===== config.mk =====
export PLATFORM = sky130hd
export DESIGN_NAME = websocket_frame_deframer
export DESIGN_NICKNAME = d
export VERILOG_FILES = /design/src/wsfd_pkg.sv /design/src/websocket_frame_deframer.sv
export SDC_FILE = /design/constraint.sdc
export NUM_CORES = 1
export LEC_CHECK = 0
export ABC_AREA = 0
export BUFFER_PORTS_ARGS = -buffer_cell sky130_fd_sc_hd__buf_2
export CAP_MARGIN = 20
export CORE_ASPECT_RATIO = 0.9
export CORE_UTILIZATION = 44
export DETAILED_ROUTE_END_ITERATION = 8
export PLACE_DENSITY = 0.6
export SYNTH_ARGS = -nofsm -noshare
export SYNTH_HDL_FRONTEND = slang
export SYNTH_SLANG_ARGS = --single-unit

===== constraint.sdc =====
create_clock -name clk -period 3.7 [get_ports clk]
set_input_delay 0.555 -clock clk [delete_from_list [all_inputs] [get_ports clk]]
set_output_delay 0.555 -clock clk [all_outputs]
set_load 0.1 [all_outputs]

===== src/wsfd_pkg.sv =====
// wsfd_pkg: shared types and codes for the websocket frame deframer
// no dependencies; imported by websocket_frame_deframer and tb_websocket_frame_deframer

package wsfd_pkg;

	typedef enum logic [2:0] {
		PH_HDR0  = 3'd0,
		PH_HDR1  = 3'd1,
		PH_LENHI = 3'd2,
		PH_LENLO = 3'd3,
		PH_MASK  = 3'd4,
		PH_DATA  = 3'd5,
		PH_HALT  = 3'd6
	} phase_t;

	typedef logic [1:0] kind_t;
	typedef logic [1:0] err_t;

	localparam kind_t KIND_BYTE  = 2'd0;
	localparam kind_t KIND_EMPTY = 2'd1;
	localparam kind_t KIND_ERROR = 2'd2;

	localparam err_t ERR_MASK      = 2'd0;
	localparam err_t ERR_TOO_BIG   = 2'd1;
	localparam err_t ERR_PAY_SHORT = 2'd2;
	localparam err_t ERR_HDR_SHORT = 2'd3;

	localparam logic [6:0]  LEN_CODE_EXT16 = 7'd126;
	localparam logic [6:0]  LEN_CODE_EXT64 = 7'd127;
	localparam logic [15:0] MAX_EXT_LEN_RST = 16'd131;
	localparam logic [15:0] MASK_BYTES = 16'd4;

endpackage


===== src/websocket_frame_deframer.sv =====
// websocket_frame_deframer: client-to-server websocket header parser and unmasker
// depends on wsfd_pkg
//
// usage:
// - s_* takes the received stream one byte a request; s_tuser set marks stream end
// - m_* gives one result per payload byte, one per empty frame, or one error
// - m_tlast marks the last payload byte of a frame and the empty-frame result
// - cfg_we/cfg_wdata write the largest length allowed in the 16-bit length form
// - a result is registered and appears on m_* in the cycle after its byte is taken
// - throughput: one byte per cycle unless the receiver stalls a held result; all parsing
//   is one pass of logic ahead of the output register
// - reset clears the parser to the first header byte and the limit to 131
// - after an error no more results appear until reset
// - while the receiver stalls with a result held, s_tready drops; it stays high
//   when the output register is empty or being drained in the same cycle

module websocket_frame_deframer (
	input  logic        clk,
	input  logic        arst_n,
	input  logic        s_tvalid,
	output logic        s_tready,
	input  logic [7:0]  s_tdata,   // data_byte
	input  logic        s_tuser,   // stream_ended
	output logic        m_tvalid,
	input  logic        m_tready,
	output logic [15:0] m_tdata,   // payload_byte[7:0], frame_opcode[11:8],
	                               // final_fragment[12], error_code[14:13], zero[15]
	output logic [1:0]  m_tuser,   // result_kind
	output logic        m_tlast,   // last_of_frame
	input  logic        cfg_we,
	input  logic [15:0] cfg_wdata  // max_extended_length
);
	import wsfd_pkg::*;

	phase_t      phase_q, phase_d;
	logic [3:0]  opcode_q, opcode_d;
	logic        fin_q, fin_d;
	logic [15:0] len_q, len_d;
	logic [31:0] key_q, key_d;
	logic [15:0] cnt_q, cnt_d;
	logic [15:0] max_len_q;

	logic        res_valid;
	kind_t       res_kind;
	logic [7:0]  res_pay;
	logic        res_last;
	err_t        res_err;

	logic        m_tvalid_q;
	logic [15:0] m_tdata_q;
	logic [1:0]  m_tuser_q;
	logic        m_tlast_q;

	logic        accept;
	logic [16:0] cnt_inc;
	logic [15:0] len_full;
	logic [7:0]  key_byte;

	assign s_tready = !m_tvalid_q || m_tready;
	assign accept   = s_tvalid && s_tready;
	assign cnt_inc  = {1'b0, cnt_q} + 17'd1;
	assign len_full = {len_q[15:8], s_tdata};

	always_comb begin
		case (cnt_q[1:0])
			2'd0:    key_byte = key_q[31:24];
			2'd1:    key_byte = key_q[23:16];
			2'd2:    key_byte = key_q[15:8];
			default: key_byte = key_q[7:0];
		endcase
	end

	always_comb begin
		phase_d   = phase_q;
		opcode_d  = opcode_q;
		fin_d     = fin_q;
		len_d     = len_q;
		key_d     = key_q;
		cnt_d     = cnt_q;
		res_valid = 1'b0;
		res_kind  = KIND_BYTE;
		res_pay   = 8'd0;
		res_last  = 1'b0;
		res_err   = ERR_MASK;
		if (phase_q != PH_HALT && s_tuser) begin
			if (phase_q != PH_HDR0) begin
				phase_d   = PH_HALT;
				res_valid = 1'b1;
				res_kind  = KIND_ERROR;
				res_err   = (phase_q == PH_DATA) ? ERR_PAY_SHORT : ERR_HDR_SHORT;
			end
		end else begin
			unique case (phase_q)
				PH_HDR0: begin
					opcode_d = s_tdata[3:0];
					fin_d    = s_tdata[7];
					phase_d  = PH_HDR1;
				end
				PH_HDR1: begin
					if (!s_tdata[7]) begin
						phase_d   = PH_HALT;
						res_valid = 1'b1;
						res_kind  = KIND_ERROR;
						res_err   = ERR_MASK;
					end else if (s_tdata[6:0] == LEN_CODE_EXT64) begin
						phase_d   = PH_HALT;
						res_valid = 1'b1;
						res_kind  = KIND_ERROR;
						res_err   = ERR_TOO_BIG;
					end else begin
						len_d   = {9'd0, s_tdata[6:0]};
						cnt_d   = 16'd0;
						phase_d = (s_tdata[6:0] == LEN_CODE_EXT16) ? PH_LENHI : PH_MASK;
					end
				end
				PH_LENHI: begin
					len_d   = {s_tdata, 8'd0};
					phase_d = PH_LENLO;
				end
				PH_LENLO: begin
					len_d = len_full;
					if (len_full > max_len_q) begin
						phase_d   = PH_HALT;
						res_valid = 1'b1;
						res_kind  = KIND_ERROR;
						res_err   = ERR_TOO_BIG;
					end else begin
						cnt_d   = 16'd0;
						phase_d = PH_MASK;
					end
				end
				PH_MASK: begin
					key_d = {key_q[23:0], s_tdata};
					if (cnt_inc[15:0] < MASK_BYTES) begin
						cnt_d = cnt_inc[15:0];
					end else begin
						cnt_d = 16'd0;
						if (len_q == 16'd0) begin
							phase_d   = PH_HDR0;
							res_valid = 1'b1;
							res_kind  = KIND_EMPTY;
							res_last  = 1'b1;
						end else begin
							phase_d = PH_DATA;
						end
					end
				end
				PH_DATA: begin
					res_valid = 1'b1;
					res_kind  = KIND_BYTE;
					res_pay   = s_tdata ^ key_byte;
					res_last  = (cnt_inc >= {1'b0, len_q});
					if (res_last) begin
						cnt_d   = 16'd0;
						phase_d = PH_HDR0;
					end else begin
						cnt_d = cnt_inc[15:0];
					end
				end
				PH_HALT: begin
					phase_d = PH_HALT;
				end
				default: begin
					phase_d = PH_HALT;
				end
			endcase
		end
	end

	always_ff @(posedge clk or negedge arst_n) begin
		if (!arst_n) begin
			phase_q   <= PH_HDR0;
			opcode_q  <= 4'd0;
			fin_q     <= 1'b0;
			len_q     <= 16'd0;
			key_q     <= 32'd0;
			cnt_q     <= 16'd0;
			max_len_q <= MAX_EXT_LEN_RST;
		end else begin
			if (accept) begin
				phase_q  <= phase_d;
				opcode_q <= opcode_d;
				fin_q    <= fin_d;
				len_q    <= len_d;
				key_q    <= key_d;
				cnt_q    <= cnt_d;
			end
			if (cfg_we) begin
				max_len_q <= cfg_wdata;
			end
		end
	end

	// output register
	always_ff @(posedge clk or negedge arst_n) begin
		if (!arst_n) begin
			m_tvalid_q <= 1'b0;
		end else if (s_tready) begin
			m_tvalid_q <= accept && res_valid;
		end
	end

	always_ff @(posedge clk) begin
		if (accept && res_valid) begin
			m_tdata_q <= {1'b0, res_err, fin_d, opcode_d, res_pay};
			m_tuser_q <= res_kind;
			m_tlast_q <= res_last;
		end
	end

	assign m_tvalid = m_tvalid_q;
	assign m_tdata  = m_tdata_q;
	assign m_tuser  = m_tuser_q;
	assign m_tlast  = m_tlast_q;

endmodule


* Word level (Yosys, flattened, before mapping) *
Index checks and enable logic that the tools add are counted.

storage, ports and cells
  register bits = 107
  bits in latches = 0
  RAM bits = 0
  bits in read-only memories = 0
  output and inout bits = 21
  logic and storage cells = 103
  memories = 0

cells by class
  $add $sub $neg = 1
  $mul = 0
  div/mod/pow operators = 0
  magnitude comparators = 3
  equal/unequal tests = 16
  shift operators = 0
  muxes and demuxes = 48
  bitwise gates (word level) = 4
  reduce and logical (&&, ||, !) cells = 18

operators with widths
  cell                   number
  $mux 16                7
  $pmux 16 s4            1
  $pmux 16 s3            1
  $mux 3                 8
  $pmux 8 s3             1
  $pmux 3 s6             1
  $add 16x1->17 const B  1
  $ge 17x16->1           1
  $gt 16x16->1           1
  $logic_not 16->1       1
  $lt 16x3->1 const B    1
  $mux 2                 8
  $mux 1                 15
  $eq 7x7->1 const B     2
  $reduce_and 6->1       2
  $mux 4                 2
  $xor 8x8->8            1
  $eq 3x2->1 const B     2
  $eq 3x3->1 const B     2
  $ne 2x2->1 const B     3
  $ne 3x3->1 const B     2
  $pmux 2 s3             1
  $reduce_bool 3->1      2
  $reduce_and 5->1       1
  18 further kinds       23

* Depth between registers and ports, before layout *
Gate-level depths: netlist (run 1).

  depth in word-level cells = 6
  mapped depth = 16

* Least setup slack after synthesis (run 1) *
Ideal clock, no wire load.

  kind = register to register
  start point = reg m_tvalid_q, in the netlist m_tvalid
  end point = reg m_tdata_q[0], in the netlist m_tdata[0] (enable)
  setup time = 401 ps
  arrival time = 3152 ps
  slack = 147 ps
  stages on the path, launching flop included = 5
  cells stage by stage = dfrtp_1 nand2_1 nand2_1 a31o_2 a21oi_1

on the way
  cells in the longest elaborated chain, start to end = 4

ends and longest elaborated chain
  what                    RTL line                         RTL
  start, declared         websocket_frame_deframer.sv:49   logic m_tvalid_q;
  start signal, assigned  websocket_frame_deframer.sv:199  m_tvalid_q <= accept && res_valid;
  $logic_not 1->1         websocket_frame_deframer.sv:59   assign s_tready = !m_tvalid_q || m_tready;
  $logic_or 1x1->1        websocket_frame_deframer.sv:59
  via s_tready            websocket_frame_deframer.sv:21   output logic s_tready,
  $logic_and 1x1->1       websocket_frame_deframer.sv:60   assign accept = s_tvalid && s_tready;
  $logic_and 1x1->1       websocket_frame_deframer.sv:204  if (accept && res_valid) begin
  end signal, assigned    websocket_frame_deframer.sv:205  m_tdata_q <= {1'b0, res_err, fin_d, opcode_d, res_pay};
  end, declared           websocket_frame_deframer.sv:50   logic [15:0] m_tdata_q;

The timed path passes the listed nets, and every way through them passes these cells.
A chain may end at the register's enable or synchronous reset.

* Worst setup path in the final report (run 1) *
  start point = reg cnt_q[1]
  end point = reg cnt_q[13]

on the way
  cells in the longest elaborated chain, start to end = 4

ends and longest elaborated chain
  what                                         RTL line                                                          RTL
  start, declared                              websocket_frame_deframer.sv:40                                    logic [15:0] cnt_q, cnt_d;
  start signal, assigned                       websocket_frame_deframer.sv:186                                   cnt_q <= cnt_d;
  $add 16x1->17 *                              websocket_frame_deframer.sv:61                                    assign cnt_inc = {1'b0, cnt_q} + 17'd1;
  $ge 17x16->1 or $lt 16x3->1 (tied branches)  websocket_frame_deframer.sv:152, websocket_frame_deframer.sv:134
  $mux 16, on equally long branches            websocket_frame_deframer.sv:153, websocket_frame_deframer.sv:134
  $pmux 16 s4 *                                websocket_frame_deframer.sv:93                                    unique case (phase_q)

Mark *: on every way between the ends. The rest lies on a longest branch, timed or not.

==> impl_table.tex, run 1 <==
\begin{tabular}{lr}
\hline
Metric & Value \\
\hline
\multicolumn{2}{l}{\textbf{Status}} \\
Outcome & completed \\
\multicolumn{2}{l}{\textbf{Logic synthesis}} \\
Cells after synthesis & 589 \\
Post-synthesis sequential area ratio & 46.72\% \\
Count of unique library cells instantiated by Yosys & 72 \\
Flip-flop and latch count after synthesis & 107 \\
Async set or reset register ratio after synthesis & 83.18\% \\
Average size of a mapped cell & 10.07 sq um \\
Commonest cells in the netlist & sky130\_fd\_sc\_hd\_\_dfrtp\_1 (86), sky130\_fd\_sc\_hd\_\_nand2\_1 (68), sky130\_fd\_sc\_hd\_\_o21ai\_0 (55) \\
Nets in the synthesized netlist & 654 \\
Synth Cell Area & 0.005932 sq mm \\
Main synth FF type & sky130\_fd\_sc\_hd\_\_dfrtp\_1 \\
Top-count cell post-synth & sky130\_fd\_sc\_hd\_\_dfrtp\_1 \\
Cell types occupying the most area after synthesis & sky130\_fd\_sc\_hd\_\_dfrtp\_1 (36\%), sky130\_fd\_sc\_hd\_\_edfxtp\_1 (9.1\%), sky130\_fd\_sc\_hd\_\_ha\_1 (7.4\%) \\
Top cell type by total area after synthesis & sky130\_fd\_sc\_hd\_\_dfrtp\_1 \\
Count of synthesis-stage warnings from yosys & 0 \\
EDFF count, synth & 18 \\
Proportion of netlist area held by the largest area contributor & 36.28\% \\
\multicolumn{2}{l}{\textbf{Timing}} \\
Tcrit/Tclk final & 94.94\% \\
Maximum clock frequency & 284.7 MHz \\
Post-route setup TNS & 0 ps \\
Transition time at the pin with the least slew margin & 952.9 ps \\
Post-route setup slack & 187.2 ps \\
Number of setup violations in the final report & 0 \\
Clock period minus final worst setup slack & 3513 ps \\
Final Hold Vio Count & 0 \\
Setup skew after layout & 13.57 ps \\
Max-Slew Margin vs Limit & 35.89\% \\
Pins over their slew limit & 0 \\
\multicolumn{2}{l}{\textbf{Die}} \\
Boundary pin count & 51 \\
Overall die area & 0.01395 sq mm \\
Total core area & 0.01293 sq mm \\
Starting density of the core & 45.87\% \\
Vertical die dimension & 112.2 microns \\
Cell row count & 39 \\
Die width & 124.4 microns \\
\multicolumn{2}{l}{\textbf{Finish}} \\
Post-Route Utilization & 51.59\% \\
Layout cell share with drive strength beyond 1 & 22.54\% \\
Nets & 699 \\
Antenna diode count & 0 \\
Synthesis-to-layout area growth & 12.47\% \\
Area of all placed cells without fillers & 0.006671 sq mm \\
Fill cell count & 1,176 \\
\multicolumn{2}{l}{\textbf{CTS}} \\
Count of clock tree sinks & 107 \\
CTS max path bufs & 2 \\
Cts-stage hold buffer count & 0 \\
CTS Root Cell & sky130\_fd\_sc\_hd\_\_clkbuf\_16 \\
Clk Latency, worst-skew pair & 360 ps \\
Number of buffers added by the clock tree synthesis step & 9 \\
Clock tree from TritonCTS & done \\
H-tree depth & 3 \\
Clk pin slew, worst setup/hold paths & 70 ps \\
\multicolumn{2}{l}{\textbf{Placed design}} \\
Half-perimeter wire length after placement & 9728 microns \\
Worst-case setup slack after placement & 75.66 ps \\
Placed cell areas & 0.006374 sq mm \\
Port buffer count & 49 \\
Gp weighted congestion & 0.8414 \\
\multicolumn{2}{l}{\textbf{Power and ir drop}} \\
Reg power frac & 42.3\% \\
Clock network power share & 23.5\% \\
Switching share of power & 37.10\% \\
Internal Dissipation & 0.002485 W \\
Power share of the combinational group & 34.2\% \\
Sum of internal, switching and leakage power & 0.003951 W \\
Power density over cell area & 592.3 mW/mm\^{}2 \\
Switching Power & 0.001466 W \\
Leakage power & 3.075 nW \\
Maximum ir drop on the vdd rail & 0.2826 mV \\
\multicolumn{2}{l}{\textbf{Worst setup path}} \\
Endpoint of the most critical register-to-register path & cnt\_q[13] \\
Worst path arrival time & 3790 ps \\
Top fanout value on the critical path & 8 \\
Endpoint class of the critical path & flip-flop \\
End of the critical path & cnt\_q[13] \\
Reg-to-reg setup timing slack & 190 ps \\
Worst setup startpoint & cnt\_q[1] \\
Startpoint-to-endpoint class of the critical path & flip-flop to flip-flop \\
CP startpoint kind & flip-flop \\
Reg-to-Reg Start & cnt\_q[1] \\
Worst endpoint required time & 3980 ps \\
Reg2reg path depth & 16 \\
\multicolumn{2}{l}{\textbf{Drt}} \\
Average routed wire per standard cell & 16.66 microns \\
Number of violations reported at the end of detailed-routing iteration 0 & 228 \\
Via-to-Cell Ratio & 5.614 \\
Remaining routing DRC violations & 0 \\
Via Count & 4,508 \\
Pre-antenna DRT Iters & 5 \\
Aggregate routed wire length & 13,380 microns \\
Final ANT Viol Nets & 0 \\
\multicolumn{2}{l}{\textbf{Global routing}} \\
Total track usage & 20.08\% \\
Sum of overflow across all layers after global routing & 0 \\
Largest net degree at the start of global routing & 73 \\
Initial antenna violation count & 0 \\
Global-route wire length before repair & 22,130 microns \\
Vias in the first global route & 4,378 \\
\multicolumn{2}{l}{\textbf{Flow run}} \\
Max\_cap viols & 0 \\
\multicolumn{2}{l}{\textbf{Hold path}} \\
Worst hold path class & input pin to async pin \\
\hline
\end{tabular}
power groups by stage:
stage / sequential, W / clock (W) / combinational [W]
2_1_floorplan: 0.00170 / 0 / 0.000952
3_3_place_gp: 0.00167 / 0 / 0.00132
3_5_place_dp: 0.00168 / 0 / 0.00136
4_1_cts: 0.00166 / 0.000961 / 0.00136
5_1_grt: 0.00170 / 0.00100 / 0.00151
6_report: 0.00167 / 0.000929 / 0.00135
sequential cells by signal, indices dropped and copies added (netlist names):
| signal | cells |
|---|---|
| len_q | 16 |
| key_q | 32 |
| phase_q | 3 |
| cnt_q | 16 |
| opcode_q | 4 |
| max_len_q | 16 |
| m_tlast | 1 |
| fin_q | 1 |
| m_tuser | 2 |
| m_tvalid | 1 |
| m_tdata | 15 |
logic make-up (layout without fill, tap and decap cells):
family / Yosys count / in the layout / share of synthesized area [%]
AOI/OAI and AO/OA: 133 / 133 / 15.57
xor gates and xnor gates: 17 / 17 / 2.510
adders and majority gates: 36 / 36 / 7.551
buffers and inverters: 78 / 128 / 5.189
DFF: 107 / 107 / 46.72
muxes: 37 / 37 / 7.024
other: 1 / 1 / 0.06322
and+or+nand+nor: 180 / 180 / 15.38
layer usage:
layer	share of wire (%)	vias up	track usage [%]
met2	45	115	30.68
li1	-	2193	-
met4	1.6	0	6.506
met5	0	-	0
met3	4.9	19	4.766
met1	49	2181	28.14
what timing repair did:
| item | in CTS | in global routing |
|---|---|---|
| resized for setup | 0 | 6 |
| endpoints found under the setup margin | 0 | 19 |
| setup buffers | 0 | 0 |
stage by stage:
stage,cells,hold WS [ps]
finish,803,317.2
global route,803,401.4
CTS,803,358.1
detailed placement,787,463.2
global placement,787,453.1
floorplan,589,259.4
worst max-delay path, stage by stage, from the launching register on:
cell and delay, ps:
sky130_fd_sc_hd__dfrtp_2 450, sky130_fd_sc_hd__ha_2 260, sky130_fd_sc_hd__nand4_2 110, sky130_fd_sc_hd__buf_4 180, sky130_fd_sc_hd__nor4_1 290, sky130_fd_sc_hd__xnor2_1 250
sky130_fd_sc_hd__inv_1 80, sky130_fd_sc_hd__ha_1 290, sky130_fd_sc_hd__a21oi_1 140, sky130_fd_sc_hd__nor2b_1 60, sky130_fd_sc_hd__a311o_1 370, sky130_fd_sc_hd__nor2_1 210
sky130_fd_sc_hd__o2bb2ai_4 170, sky130_fd_sc_hd__a32oi_4 120, sky130_fd_sc_hd__buf_4 230, sky130_fd_sc_hd__o21bai_2 100, sky130_fd_sc_hd__o2bb2ai_1 120
area by class of cell:
cell class | instances | area, sq um | share of cell area, %
well taps | 164 | 205.2 | 3.076
clock inverters | 7 | 58.81 | 0.8815
clock buffers | 9 | 225.2 | 3.376
flip-flops and latches | 107 | 2776 | 41.62
inverters | 48 | 180.2 | 2.701
multi-input cells | 404 | 2865 | 42.95
repair buffers | 64 | 360.3 | 5.401
how the worst min path moves through the flow:
stage | from | end | slack [ps] | cells past startpoint
floorplan | arst_n | cnt_q[0] | 260 | 0
global placement | opcode_q[0] | opcode_q[0] | 450 | 2
detailed placement | fin_q | fin_q | 460 | 2
CTS | arst_n | len_q[4] | 360 | 1
global route | arst_n | opcode_q[2] | 400 | 1
finish | arst_n | opcode_q[2] | 320 | 1
cell usage in the layout, fill, tap and decap left out, types with 9 or more instances in the layout:
cell type                   instances
sky130_fd_sc_hd__dfrtp_1           82
sky130_fd_sc_hd__nand2_1           68
sky130_fd_sc_hd__o21ai_0           55
sky130_fd_sc_hd__inv_1             48
sky130_fd_sc_hd__buf_2             48
sky130_fd_sc_hd__mux2_2            37
sky130_fd_sc_hd__ha_1              34
sky130_fd_sc_hd__nor2_1            25
sky130_fd_sc_hd__nand3_1           24
sky130_fd_sc_hd__edfxtp_1          18
sky130_fd_sc_hd__xnor2_1           16
sky130_fd_sc_hd__buf_4             16
sky130_fd_sc_hd__nor3_1            15
sky130_fd_sc_hd__a21oi_1           15
sky130_fd_sc_hd__a21o_1            12
sky130_fd_sc_hd__clkbuf_16          9
Note: power is estimated with default switching activity, not from simulation.
==> inputs of run 2 (changes only) <==
- clock period: 3.7 -> 4 ns (I/O delays scaled with it)
==> run 2 against run 1 <==
Effect of this change:
- sequential share of layout area up 0.14 points
- highest routed layer unchanged
- sequential cell count unchanged
- clock power down 5.0%
- largest cell class unchanged
- worst setup slack better by 79 ps
- design area down 0.47%
==> impl_table.tex, run 2 (synthesized netlist as in run 1, its figures left out) <==
\begin{tabular}{lr}
\hline
Metric & Value \\
\hline
\multicolumn{2}{l}{\textbf{Die}} \\
Die width & 124.4 microns (unchanged) \\
Total core area & 0.01293 sq mm (unchanged) \\
Overall die area & 0.01395 sq mm (unchanged) \\
Boundary pin count & 51 (unchanged) \\
Cell row count & 39 (unchanged) \\
Starting density of the core & 45.87\% (unchanged) \\
Vertical die dimension & 112.2 microns (unchanged) \\
\multicolumn{2}{l}{\textbf{Global routing}} \\
Sum of overflow across all layers after global routing & 0 (unchanged) \\
Total track usage & 19.86\% (was 20.08\%) \\
Initial antenna violation count & 0 (unchanged) \\
Largest net degree at the start of global routing & 76 (was 73) \\
Vias in the first global route & 4,415 (was 4,378) \\
Global-route wire length before repair & 22,450 microns (was 22,130 microns) \\
\multicolumn{2}{l}{\textbf{Finish}} \\
Most common cell after layout, fill and taps aside & sky130\_fd\_sc\_hd\_\_dfrtp\_1 (unchanged) \\
Post-Route Utilization & 51.35\% (was 51.59\%) \\
Synthesis-to-layout area growth & 11.94\% (was 12.47\%) \\
Fill cell count & 1,145 (was 1,176) \\
Layout cell share with drive strength beyond 1 & 21.33\% (was 22.54\%) \\
Register bank with the most flops & key\_q (unchanged) \\
Antenna diode count & 0 (unchanged) \\
Flip-flop count of the largest register, all copies and words added & 32 (unchanged) \\
Most used cells in the layout excluding fill and tap cells & sky130\_fd\_sc\_hd\_\_dfrtp\_1 (85), sky130\_fd\_sc\_hd\_\_nand2\_1 (68), sky130\_fd\_sc\_hd\_\_o21ai\_0 (55), sky130\_fd\_sc\_hd\_\_inv\_1 (48), sky130\_fd\_sc\_hd\_\_buf\_2 (48) (was sky130\_fd\_sc\_hd\_\_dfrtp\_1 (82), sky130\_fd\_sc\_hd\_\_nand2\_1 (68), sky130\_fd\_sc\_hd\_\_o21ai\_0 (55), sky130\_fd\_sc\_hd\_\_inv\_1 (48), sky130\_fd\_sc\_hd\_\_buf\_2 (48)) \\
Nets & 693 (was 699) \\
\multicolumn{2}{l}{\textbf{Timing}} \\
Clock period minus final worst setup slack & 3733 ps (was 3513 ps) \\
Final Hold Vio Count & 0 (unchanged) \\
Transition time at the pin with the least slew margin & 1010 ps (was 952.9 ps) \\
Setup skew after layout & 9.668 ps (was 13.57 ps) \\
Number of setup violations in the final report & 0 (unchanged) \\
Post-Route Hold Slack & 405.9 ps (was 317.2 ps) \\
Tcrit/Tclk final & 93.34\% (was 94.94\%) \\
Pins over their slew limit & 0 (unchanged) \\
Maximum clock frequency & 267.8 MHz (was 284.7 MHz) \\
Max-Slew Margin vs Limit & 32.04\% (was 35.89\%) \\
\multicolumn{2}{l}{\textbf{Worst setup path}} \\
Endpoint class of the critical path & flip-flop (unchanged) \\
CP startpoint kind & flip-flop (unchanged) \\
Startpoint-to-endpoint class of the critical path & flip-flop to flip-flop (unchanged) \\
Reg2reg path depth & 15 (was 16) \\
Worst endpoint required time & 4280 ps (was 3980 ps) \\
Slowest stage delay, CP & 500 ps (was 450 ps) \\
Library cell contributing the largest single delay on the critical path & sky130\_fd\_sc\_hd\_\_dfrtp\_1 (was sky130\_fd\_sc\_hd\_\_dfrtp\_2) \\
Top fanout value on the critical path & 9 (was 8) \\
Cell Chain, Critical Path & ha\_2 > nand4\_2 > o21a\_1 > or2\_2 > ha\_1 > a21o\_1 > a221o\_1 > a41oi\_1 > maj3\_1 > o2bb2ai\_4 > a32oi\_4 > buf\_12 > buf\_4 > o21bai\_1 > a22o\_1 (was ha\_2 > nand4\_2 > buf\_4 > nor4\_1 > xnor2\_1 > inv\_1 > ha\_1 > a21oi\_1 > nor2b\_1 > a311o\_1 > nor2\_1 > o2bb2ai\_4 > a32oi\_4 > buf\_4 > o21bai\_2 > o2bb2ai\_1) \\
Worst path arrival time & 4020 ps (was 3790 ps) \\
\multicolumn{2}{l}{\textbf{Status}} \\
Outcome & completed (unchanged) \\
\multicolumn{2}{l}{\textbf{Drt}} \\
Number of violations reported at the end of detailed-routing iteration 0 & 281 (was 228) \\
Aggregate routed wire length & 13,290 microns (was 13,380 microns) \\
Final ANT Viol Nets & 0 (unchanged) \\
Average routed wire per standard cell & 16.68 microns (was 16.66 microns) \\
Remaining routing DRC violations & 0 (unchanged) \\
Via-to-Cell Ratio & 5.614 (about the same) \\
Pre-antenna DRT Iters & 6 (was 5) \\
Via Count & 4,474 (was 4,508) \\
\multicolumn{2}{l}{\textbf{CTS}} \\
Cts-stage hold buffer count & 0 (unchanged) \\
Clk pin slew, worst setup/hold paths & 70 ps (about the same) \\
Count of clock tree sinks & 107 (unchanged) \\
CTS max path bufs & 2 (unchanged) \\
Number of buffers added by the clock tree synthesis step & 9 (unchanged) \\
CTS Root Cell & sky130\_fd\_sc\_hd\_\_clkbuf\_16 (unchanged) \\
H-tree depth & 3 (unchanged) \\
Clk Latency, worst-skew pair & 350 ps (was 360 ps) \\
Clock tree from TritonCTS & done (unchanged) \\
\multicolumn{2}{l}{\textbf{Hold path}} \\
Worst hold path class & input pin to async pin (unchanged) \\
\multicolumn{2}{l}{\textbf{Power and ir drop}} \\
Leakage power & 3.067 nW (was 3.075 nW) \\
Power density over cell area & 551.4 mW/mm\^{}2 (was 592.3 mW/mm\^{}2) \\
Maximum ir drop on the vdd rail & 0.3656 mV (was 0.2826 mV) \\
\multicolumn{2}{l}{\textbf{Flow run}} \\
Max\_cap viols & 0 (unchanged) \\
\multicolumn{2}{l}{\textbf{Placed design}} \\
Port buffer count & 49 (unchanged) \\
Half-perimeter wire length after placement & 9432 microns (was 9728 microns) \\
Gp weighted congestion & 0.8652 (was 0.8414) \\
\hline
\end{tabular}
## run 2: cell count changes in the layout (fill, tap and decap cells not counted)
cell	previous run	this run
sky130_fd_sc_hd__buf_4	16	9
sky130_fd_sc_hd__dfrtp_1	82	85
sky130_fd_sc_hd__dfrtp_2	4	1
sky130_fd_sc_hd__buf_12	0	1
sky130_fd_sc_hd__clkbuf_8	0	1
sky130_fd_sc_hd__clkinv_1	1	0
sky130_fd_sc_hd__clkinv_4	1	2
sky130_fd_sc_hd__clkinvlp_4	2	1
sky130_fd_sc_hd__nor4_1	7	8
sky130_fd_sc_hd__nor4_2	2	1
## run 2: per-layer routing
| metal | vias to the layer above | GRT usage [%] | routed length, microns |
|---|---|---|---|
| met1 | 2156 | 27.30 | 6360 |
| met4 | 0 | 5.783 | 166 |
| li1 | 2179 | - | - |
| met5 | - | 0 | 0 |
| met2 | 120 | 32.15 | 6178 |
| met3 | 19 | 3.575 | 585 |
## run 2: timing repair
| action | in CTS | in global routing |
|---|---|---|
| endpoints found under the setup margin | 0 | 12 |
| gates resized for setup | 0 | 2 |
| buffers inserted | 0 | 2 |
| hold endpoints to repair | 0 | 0 |
## run 2: worst max-delay path, delay by kind of cell (launching register included)
kind | cells | cell delay [ps]
AO/OA/AOI/OAI | 8 | 1490
adder cells (fa/ha/maj) | 3 | 830
buffers and inverters | 2 | 320
flip-flops | 1 | 500
AND/OR/NAND/NOR | 2 | 520
## run 2: layout make-up
cell class                 count  area [sq um]  share of cell area, %
multi-input combinational    404          2859                  43.06
sequential                   107          2773                  41.76
timing repair buffer          58         327.8                  4.937
clock buffer                  10         239.0                  3.599
tap                          164         205.2                  3.090
inverter                      48         180.2                  2.713
clock inverter                 6         56.30                 0.8479
## run 2: path summary, 6_finish.rpt
kind / from / endpoint / slack (ps)
max in group asynchronous: arst_n / cnt_q[1] / 2790
hold reg to reg: opcode_q[0] / opcode_q[0] / 480
setup reg to reg: cnt_q[0] / cnt_q[9] / 270
hold / removal: arst_n / opcode_q[2] / 410
min in group clk: cfg_wdata[9] / max_len_q[9] / 460
setup / recovery: cnt_q[0] / cnt_q[9] / 270
## run 2: power by group
part	internal, W	switching [W]	total [W]
clock	0.000454	0.000430	0.000883
sequential	0.00135	0.000203	0.00155
combinational	0.000510	0.000718	0.00123
total	0.00231	0.00135	0.00366
## run 2: stage by stage
step,power [W],setup slack [ps],cells,cell area [sq um],setup TNS (ps)
after global routing,0.003899,-3.789,797,6640,-3.789
after floorplan,0.002458,447.1,589,5932,0
after CTS,0.003686,121.3,795,6609,0
after detailed placement,0.002795,132.2,779,6314,0
after global placement,0.002761,270.0,779,6314,0
final,0.003662,266.6,797,6640,0
